`src/design/hcbd_pkg.sv`:
```
`timescale 1ns / 1ps

package hcbd_pkg;

  localparam int COUNT_BITS_DEFAULT = 31;
  localparam int FIFO_DEPTH_DEFAULT = 4;

  localparam logic [7:0] CH_CR = 8'h0D;
  localparam logic [7:0] CH_LF = 8'h0A;

  typedef enum logic [2:0] {
    PH_SIZE,
    PH_DATA,
    PH_AFTER,
    PH_AFTER_CR,
    PH_DONE,
    PH_ERROR
  } phase_t;

  typedef enum logic [1:0] {
    ST_ZERO_CHUNK,
    ST_BETWEEN,
    ST_TRUNCATED,
    ST_PARSE_ERROR
  } end_status_t;

  typedef struct packed {
    logic        has_payload;
    logic        has_status;
    logic [7:0]  data;
    end_status_t status;
  } entry_t;

  typedef struct packed {
    logic       valid;
    logic [3:0] value;
  } hex_t;

  function automatic hex_t hex_digit(input logic [7:0] b);
    hex_t h;
    h.valid = 1'b1;
    h.value = 4'd0;
    if (b >= 8'h30 && b <= 8'h39) begin
      h.value = 4'(b - 8'h30);
    end else if (b >= 8'h61 && b <= 8'h66) begin
      h.value = 4'(b - 8'h57);
    end else if (b >= 8'h41 && b <= 8'h46) begin
      h.value = 4'(b - 8'h37);
    end else begin
      h.valid = 1'b0;
    end
    return h;
  endfunction

  function automatic logic is_space(input logic [7:0] b);
    return (b == 8'h20) || (b >= 8'h09 && b <= 8'h0D);
  endfunction

endpackage

```
`src/design/hcbd_front.sv`:
```
`timescale 1ns / 1ps

module hcbd_front #(
  parameter int COUNT_BITS = hcbd_pkg::COUNT_BITS_DEFAULT
) (
  input  logic            clk,
  input  logic            rst,
  input  logic            in_valid,
  input  logic            full,
  input  logic [7:0]      in_byte,
  input  logic            end_of_body,
  output logic            push,
  output hcbd_pkg::entry_t push_entry
);

  hcbd_pkg::phase_t phase, phase_next, phase_step;
  logic [COUNT_BITS-1:0] size_acc, size_acc_next;
  logic [COUNT_BITS-1:0] remaining, remaining_next;
  logic digit_seen, digit_seen_next;
  logic trail_space, trail_space_next;
  logic pend_cr, pend_cr_next;
  logic accept;

  assign accept = in_valid && !full;

  always_comb begin
    logic                  run_size;
    logic                  clear;
    logic [COUNT_BITS-1:0] l_acc;
    logic                  l_ds;
    logic                  l_ts;
    logic                  l_pcr;
    logic                  ts_work;
    hcbd_pkg::hex_t        hx;
    phase_step       = phase;
    size_acc_next    = size_acc;
    remaining_next   = remaining;
    digit_seen_next  = digit_seen;
    trail_space_next = trail_space;
    pend_cr_next     = pend_cr;
    run_size         = 1'b0;
    clear            = 1'b0;
    hx               = hcbd_pkg::hex_digit(in_byte);
    unique case (phase)
      hcbd_pkg::PH_DATA: begin
        remaining_next = remaining - COUNT_BITS'(1);
        if (remaining == COUNT_BITS'(1)) begin
          phase_step = hcbd_pkg::PH_AFTER;
        end
      end
      hcbd_pkg::PH_AFTER: begin
        if (in_byte == hcbd_pkg::CH_CR) begin
          phase_step = hcbd_pkg::PH_AFTER_CR;
        end else begin
          run_size = 1'b1;
          clear    = 1'b1;
        end
      end
      hcbd_pkg::PH_AFTER_CR: begin
        phase_step       = hcbd_pkg::PH_SIZE;
        size_acc_next    = '0;
        digit_seen_next  = 1'b0;
        trail_space_next = 1'b0;
        pend_cr_next     = 1'b0;
        run_size         = (in_byte != hcbd_pkg::CH_LF);
        clear            = 1'b1;
      end
      hcbd_pkg::PH_SIZE: begin
        run_size = 1'b1;
      end
      default: begin
      end
    endcase

    l_acc   = clear ? '0 : size_acc;
    l_ds    = clear ? 1'b0 : digit_seen;
    l_ts    = clear ? 1'b0 : trail_space;
    l_pcr   = clear ? 1'b0 : pend_cr;
    ts_work = l_ts;

    if (run_size) begin
      phase_step       = hcbd_pkg::PH_SIZE;
      size_acc_next    = l_acc;
      digit_seen_next  = l_ds;
      pend_cr_next     = 1'b0;
      if (l_pcr && in_byte == hcbd_pkg::CH_LF) begin
        if (!l_ds) begin
          phase_step = hcbd_pkg::PH_ERROR;
        end else if (l_acc == '0) begin
          phase_step = hcbd_pkg::PH_DONE;
        end else begin
          remaining_next = l_acc;
          phase_step     = hcbd_pkg::PH_DATA;
        end
        size_acc_next    = '0;
        digit_seen_next  = 1'b0;
        trail_space_next = 1'b0;
      end else begin
        if (l_pcr && l_ds) begin
          ts_work = 1'b1;
        end
        trail_space_next = ts_work;
        if (in_byte == hcbd_pkg::CH_CR) begin
          pend_cr_next = 1'b1;
        end else if (hx.valid) begin
          if (ts_work || (l_acc[COUNT_BITS-1 -: 4] != 4'd0)) begin
            phase_step       = hcbd_pkg::PH_ERROR;
            size_acc_next    = '0;
            digit_seen_next  = 1'b0;
            trail_space_next = 1'b0;
          end else begin
            size_acc_next   = {l_acc[COUNT_BITS-5:0], hx.value};
            digit_seen_next = 1'b1;
          end
        end else if (hcbd_pkg::is_space(in_byte)) begin
          if (l_ds) begin
            trail_space_next = 1'b1;
          end
        end else begin
          phase_step       = hcbd_pkg::PH_ERROR;
          size_acc_next    = '0;
          digit_seen_next  = 1'b0;
          trail_space_next = 1'b0;
        end
      end
    end

    phase_next = phase_step;
    if (end_of_body) begin
      phase_next       = hcbd_pkg::PH_SIZE;
      size_acc_next    = '0;
      remaining_next   = '0;
      digit_seen_next  = 1'b0;
      trail_space_next = 1'b0;
      pend_cr_next     = 1'b0;
    end
  end

  always_comb begin
    push                   = accept && ((phase == hcbd_pkg::PH_DATA) || end_of_body);
    push_entry.has_payload = (phase == hcbd_pkg::PH_DATA);
    push_entry.has_status  = end_of_body;
    push_entry.data        = in_byte;
    unique case (phase_step)
      hcbd_pkg::PH_DONE:  push_entry.status = hcbd_pkg::ST_ZERO_CHUNK;
      hcbd_pkg::PH_ERROR: push_entry.status = hcbd_pkg::ST_PARSE_ERROR;
      hcbd_pkg::PH_DATA:  push_entry.status = hcbd_pkg::ST_TRUNCATED;
      default:            push_entry.status = hcbd_pkg::ST_BETWEEN;
    endcase
  end

  always_ff @(posedge clk) begin
    if (rst) begin
      phase       <= hcbd_pkg::PH_SIZE;
      size_acc    <= '0;
      remaining   <= '0;
      digit_seen  <= 1'b0;
      trail_space <= 1'b0;
      pend_cr     <= 1'b0;
    end else if (accept) begin
      phase       <= phase_next;
      size_acc    <= size_acc_next;
      remaining   <= remaining_next;
      digit_seen  <= digit_seen_next;
      trail_space <= trail_space_next;
      pend_cr     <= pend_cr_next;
    end
  end

  a_data_has_count: assert property (@(posedge clk) disable iff (rst)
    (phase == hcbd_pkg::PH_DATA) |-> (remaining != '0))
    else $error("data phase entered with a zero byte count");

  a_push_not_full: assert property (@(posedge clk) disable iff (rst)
    push |-> !full)
    else $error("transaction pushed into a full queue");

  a_eob_resets: assert property (@(posedge clk) disable iff (rst)
    (accept && end_of_body) |=> (phase == hcbd_pkg::PH_SIZE) && (remaining == '0))
    else $error("decoder did not return to its reset state after end of body");

endmodule

```
`src/design/hcbd_fifo.sv`:
```
`timescale 1ns / 1ps

module hcbd_fifo #(
  parameter int DEPTH = hcbd_pkg::FIFO_DEPTH_DEFAULT
) (
  input  logic             clk,
  input  logic             rst,
  input  logic             push,
  input  hcbd_pkg::entry_t push_entry,
  input  logic             pop,
  output hcbd_pkg::entry_t head,
  output logic             empty,
  output logic             full
);

  localparam int PTR_W = (DEPTH > 1) ? $clog2(DEPTH) : 1;
  localparam int CNT_W = $clog2(DEPTH + 1);

  hcbd_pkg::entry_t slots [DEPTH];
  logic [PTR_W-1:0] wr_ptr, rd_ptr;
  logic [CNT_W-1:0] count;
  logic             do_push, do_pop;

  assign empty   = (count == '0);
  assign full    = (count == CNT_W'(DEPTH));
  assign head    = slots[rd_ptr];
  assign do_push = push && !full;
  assign do_pop  = pop && !empty;

  always_ff @(posedge clk) begin
    if (do_push) begin
      slots[wr_ptr] <= push_entry;
    end
  end

  always_ff @(posedge clk) begin
    if (rst) begin
      wr_ptr <= '0;
      rd_ptr <= '0;
      count  <= '0;
    end else begin
      if (do_push) begin
        wr_ptr <= (wr_ptr == PTR_W'(DEPTH - 1)) ? '0 : wr_ptr + PTR_W'(1);
      end
      if (do_pop) begin
        rd_ptr <= (rd_ptr == PTR_W'(DEPTH - 1)) ? '0 : rd_ptr + PTR_W'(1);
      end
      if (do_push && !do_pop) begin
        count <= count + CNT_W'(1);
      end else if (do_pop && !do_push) begin
        count <= count - CNT_W'(1);
      end
    end
  end

  a_pop_not_empty: assert property (@(posedge clk) disable iff (rst)
    pop |-> !empty)
    else $error("transaction popped from an empty queue");

  a_head_nonempty: assert property (@(posedge clk) disable iff (rst)
    !empty |-> (head.has_payload || head.has_status))
    else $error("queued transaction carries no result");

endmodule

```
`src/design/hcbd_back.sv`:
```
`timescale 1ns / 1ps

module hcbd_back (
  input  logic             clk,
  input  logic             rst,
  input  hcbd_pkg::entry_t head,
  input  logic             empty,
  output logic             pop,
  output logic             out_valid,
  input  logic             out_stall,
  output logic [7:0]       out_byte,
  output logic             item_kind,
  output logic [1:0]       end_status,
  output logic             run_last
);

  logic second, second_next;
  logic show_status;
  logic take;

  assign out_valid   = !empty;
  assign show_status = head.has_status && (!head.has_payload || second);
  assign item_kind   = show_status;
  assign out_byte    = show_status ? 8'd0 : head.data;
  assign end_status  = show_status ? 2'(head.status) : 2'd0;
  assign run_last    = show_status || !head.has_status;
  assign take        = out_valid && !out_stall;
  assign pop         = take && run_last;

  always_comb begin
    second_next = second;
    if (take) begin
      second_next = !run_last;
    end
  end

  always_ff @(posedge clk) begin
    if (rst) begin
      second <= 1'b0;
    end else begin
      second <= second_next;
    end
  end

  a_second_pair: assert property (@(posedge clk) disable iff (rst)
    second |-> (!empty && head.has_payload && head.has_status))
    else $error("second result pending on a transaction without two results");

  a_pair_order: assert property (@(posedge clk) disable iff (rst)
    (take && !run_last) |=> (item_kind && run_last))
    else $error("status result did not follow its payload byte");

endmodule

```
`src/design/http_chunked_body_decoder.sv`:
```
`timescale 1ns / 1ps

// Chunked transfer decoder for an HTTP/1.1 body. It accepts one body byte per clock
// when in_stall is low and passes chunk data bytes out as they arrive, dropping the size
// lines and the CR LF after each chunk; on the byte marked end_of_body one status result
// follows any payload byte from that byte, and the decoder returns to its reset state.
// The size-line parser updates its state as each byte is accepted; the output side gives
// one result per clock when out_stall is low, so the byte ending the body inside chunk
// data yields two results, which a queue of FIFO_DEPTH transactions absorbs. Chunk sizes
// above 2^COUNT_BITS-1 are reported as parse errors.
module http_chunked_body_decoder #(
  parameter int COUNT_BITS = hcbd_pkg::COUNT_BITS_DEFAULT,
  parameter int FIFO_DEPTH = hcbd_pkg::FIFO_DEPTH_DEFAULT
) (
  input  logic       clk,
  input  logic       rst,
  input  logic       in_valid,
  output logic       in_stall,
  input  logic [7:0] in_byte,
  input  logic       end_of_body,
  output logic       out_valid,
  input  logic       out_stall,
  output logic [7:0] out_byte,
  output logic       item_kind,
  output logic [1:0] end_status,
  output logic       run_last
);

  logic             push, pop, empty, full;
  hcbd_pkg::entry_t push_entry, head;

  assign in_stall = full;

  hcbd_front #(
    .COUNT_BITS(COUNT_BITS)
  ) u_front (
    .clk(clk),
    .rst(rst),
    .in_valid(in_valid),
    .full(full),
    .in_byte(in_byte),
    .end_of_body(end_of_body),
    .push(push),
    .push_entry(push_entry)
  );

  hcbd_fifo #(
    .DEPTH(FIFO_DEPTH)
  ) u_fifo (
    .clk(clk),
    .rst(rst),
    .push(push),
    .push_entry(push_entry),
    .pop(pop),
    .head(head),
    .empty(empty),
    .full(full)
  );

  hcbd_back u_back (
    .clk(clk),
    .rst(rst),
    .head(head),
    .empty(empty),
    .pop(pop),
    .out_valid(out_valid),
    .out_stall(out_stall),
    .out_byte(out_byte),
    .item_kind(item_kind),
    .end_status(end_status),
    .run_last(run_last)
  );

endmodule

```
`config.mk`:
```
export PLATFORM = sky130hd
export DESIGN_NAME = http_chunked_body_decoder
export DESIGN_NICKNAME = d
export VERILOG_FILES = /design/src/design/hcbd_pkg.sv /design/src/design/hcbd_front.sv /design/src/design/hcbd_fifo.sv /design/src/design/hcbd_back.sv /design/src/design/http_chunked_body_decoder.sv
export SDC_FILE = /design/constraint.sdc
export NUM_CORES = 1
export LEC_CHECK = 0
export ABC_AREA = 1
export BUFFER_PORTS_ARGS = -buffer_cell sky130_fd_sc_hd__buf_2
export CORE_UTILIZATION = 60
export CTS_BUF_LIST = sky130_fd_sc_hd__clkbuf_2
export CTS_CLUSTER_DIAMETER = 40
export CTS_CLUSTER_SIZE = 28
export DETAILED_ROUTE_END_ITERATION = 10
export HOLD_SLACK_MARGIN = 0.03
export PLACE_DENSITY_LB_ADDON = 0.12
export SETUP_SLACK_MARGIN = 0.05
export SLEW_MARGIN = 20
export SYNTH_ARGS = -nofsm -noshare
export SYNTH_HDL_FRONTEND = slang
export SYNTH_SLANG_ARGS = --single-unit
export TNS_END_PERCENT = 50
```
`constraint.sdc`:
```
create_clock -name clk -period 3.2 [get_ports clk]
set_input_delay 0.64 -clock clk [delete_from_list [all_inputs] [get_ports clk]]
set_output_delay 0.64 -clock clk [all_outputs]
set_load 0.1 [all_outputs]
```
==> summary.txt <==
Outcome
  – Outcome: finished clean

Global route
  – First-pass GRT wire length: 28300 um
  – Antenna violations before repair: 0
  – Largest net degree at the start of global routing: 45
  – Vias in the first global route: 5872
  – GR Util All Layers: 0.308
  – Grt total ovfl: 0

Worst setup path
  – Setup crit end kind: output pin
  – CP max stage delay: 390 ps
  – CP Class: register to output pin
  – CP Cell Sequence: buf_6 > o21ai_0 > o22ai_1 > nand2_4 > inv_4 > a21oi_4 > buf_12
  – CP max-delay cell: dfxtp_2
  – Worst-path fanout max: 23
  – WP data arrival: 2300 ps
  – Startpoint types: register
  – Critical Path RT: 2560 ps

Final layout
  – Most common cell after layout, fill and taps aside: nand2_1
  – Register Area: 0.00301 mm^2
  – Commonest cells after routing, fill and taps aside: 239 x nand2_1, 114 x nor2_1, 77 x a21oi_1
  – Final net count: 978
  – Filler cell count: 964
  – Share of cells above drive strength 1: 0.128
  – Footprint of the multi-input gates: 0.00368 mm^2
  – Diode count: 0
  – Area grow syn2layout: 11.5%
  – Utilization after layout: 0.684
  – Final instance area: 0.00782 mm^2

Clock network
  – Worst-skew pair later-pin latency: 730 ps
  – Maximum clock path buffer count: 2
  – Root Buffer: clkbuf_2
  – CTS sink count: 126
  – CTS HTree Levels: 4
  – # hold bufs at CTS: 0
  – Num CTS Buffers: 17
  – Post-CTS Setup Repair Bufs: 0
  – CTS tree: built
  – Clk slew on worst S/H paths: 180 ps

Detailed routing
  – Wire length per cell: 15.9 um
  – Total vias in the final route: 6463
  – DR vias/cell: 5.83
  – DRC violations left: 0
  – Antenna-violating nets left: 0
  – Iter 0 DRT Violations: 543
  – Final WL: 17700 um
  – First-pass DRT Iterations: 5

Die
  – Die X: 110 um
  – Die Area: 0.0121 mm^2
  – Area of the core: 0.0114 mm^2
  – Starting Density: 0.614
  – Row count: 39
  – Floorplan die height: 110 um
  – I/O Pins: 27

STA
  – Period utilisation layout: 0.918
  – Setup violators final: 0
  – Setup TNS: 0 ps
  – Clock skew: 34.4 ps
  – Final WS setup: 264 ps
  – RSZ-0062 raised after global routing: no
  – Max Slew Vio Count: 0
  – Hold slack final: 171 ps
  – Hold Violations, Final: 0
  – F_max: 0.341 GHz
  – Worst Max-Slew Pin Slew: 674 ps
  – Slew HR: 0.551
  – Min Tclk post-route: 2940 ps

Synthesis
  – Largest family of logic cells by synthesized area: simple AND/OR/NAND/NOR gates
  – Synth Area in Compound Gates: 0.153
  – Mapped Nets: 957
  – Post-synthesis cell type count: 41
  – Adder-Cell Fraction of Synth Area: 0.0243
  – Post-Syn Instances: 931
  – YS warnings: 0
  – Post-Synth XOR/XNOR Area: 0.0412
  – Post-Synth Simple-Gate Area: 0.289
  – Mapped Area: 0.00701 mm^2
  – Post-synthesis sequential area ratio: 0.428
  – Avg Cell Area, Syn: 7.53 um^2
  – Post-synthesis register bit count: 126
  – Mux cell area share after synthesis: 0

Power
  – Pwr dens: 668 mW/mm^2
  – Leakage power: 2.99 nW
  – VDD IR max: 750 uV

Job
  – Number of max-cap violations: 0

Placement
  – Placed cell areas: 0.00756 mm^2
  – Port bufs: 26
  – Routability Congestion: 0.902
  – Hpwl dp: 12400 um
  – Post-Place Setup Slack: 1.70 ps

Hold path
  – Type of the most critical hold path: input pin to register
## sequential cells by signal (all words and copies together) (netlist names), 2 cells and up, named ones only
signal / flops
u_fifo.wr_ptr: 2
u_front.remaining: 31
u_front.size_acc: 31
u_fifo.rd_ptr: 2
u_front.phase: 3
u_fifo.slots: 48
u_fifo.count: 3
## cells by family after synthesis
kind of cell	Yosys count
compound gates	188
xor+xnor	33
fa+ha+maj	13
buf+inv	106
flops	126
simple gates	465
## critical path: cells and delay by family, from the launching register on
| family | cells | cell delay [ps] |
|---|---|---|
| compound gates | 3 | 510 |
| buf+inv | 3 | 530 |
| flops | 1 | 390 |
| simple gates | 1 | 140 |
## area by class of cell
type / count / share of cell area
Multi-Input combinational cell: 699 / 0.471
Sequential cell: 126 / 0.385
Timing Repair Buffer: 50 / 0.0645
Inverter: 57 / 0.0280
Tap cell: 143 / 0.0229
Clock inverter: 14 / 0.0162
Clock buffer: 18 / 0.0115
Timing Repair inverter: 1 / 0.000801
## layer usage
metal | routed length, um | vias to the layer above | track usage | part of all wire
met2 | 8760 | 228 | 0.524 | 0.50
li1 | - | 3218 | - | -
met4 | 669 | 0 | 0.171 | 0.038
met5 | 0 | - | 0 | 0
met3 | 875 | 52 | 0.0541 | 0.050
met1 | 7350 | 2965 | 0.369 | 0.42
## worst paths after layout
| kind | startpoint | slack [ps] | endpoint | cells past startpoint |
|---|---|---|---|---|
| max | register | 260 | out_byte[7] | 7 |
| min | in_byte[6] | 170 | u_fifo.slots[3][8]$_DFFE_PP_ | 1 |
| max reg2reg | u_front.phase[2]$_SDFFE_PP0P_ | 400 | u_fifo.slots[1][0]$_DFFE_PP_ | 15 |
| min reg2reg | u_front.remaining[29]$_SDFFE_PP0P_ | 480 | u_front.remaining[29]$_SDFFE_PP0P_ | 2 |
## power breakdown
part | internal [mW] | switching, mW
clock network | 0.345 | 0.591
logic | 0.739 | 1.69
registers | 1.78 | 0.0724
## timing repair
action | CTS | global route
pin swaps | 0 | 0
endpoints found under the hold margin | 0 | 0
gates cloned | 0 | 1
gates resized for setup | 6 | 6
endpoints found under the setup margin | 12 | 10
## through the flow
step,total power [mW],cells
after floorplan,3.59,931
after global placement,4.22,1075
after detailed placement,4.26,1075
after CTS,5.20,1107
after global routing,5.48,1108
final,5.22,1108
## synth_stat cells
cell type,n,share of area
nand2_1,240,0.13
nor2_1,115,0.062
a21oi_1,88,0.063
dfxtp_1,78,0.22
inv_1,49,0.026
edfxtp_1,48,0.21
nand3_1,44,0.031
o21ai_0,37,0.026
nand4_1,32,0.029
clkbuf_1,30,0.016
o22ai_1,28,0.025
xor2_1,23,0.029
o211ai_1,15,0.016
buf_2,14,0.010
ha_1,12,0.021
xnor2_1,10,0.012
nor3_1,8,0.0057
inv_2,7,0.0037
nand3b_1,6,0.0064
o41ai_1,6,0.0075
a211oi_1,4,0.0043
buf_6,4,0.0064
nand2_2,4,0.0036
nor2_2,4,0.0036
nor4_2,3,0.0054
a31oi_1,2,0.0018
nor2_4,2,0.0032
nor3_2,2,0.0029
o21ai_1,2,0.0014
o31ai_1,2,0.0021
o32ai_1,2,0.0025
buf_4,1,0.0011
clkinv_1,1,0.00053
fa_1,1,0.0029
nand3_2,1,0.0014
nand4_4,1,0.0030
nor3_4,1,0.0023
nor3b_1,1,0.0011
nor4_1,1,0.00089
o21a_1,1,0.0011
o21bai_2,1,0.0016
No activity file was read; power rests on OpenSTA's default activity.
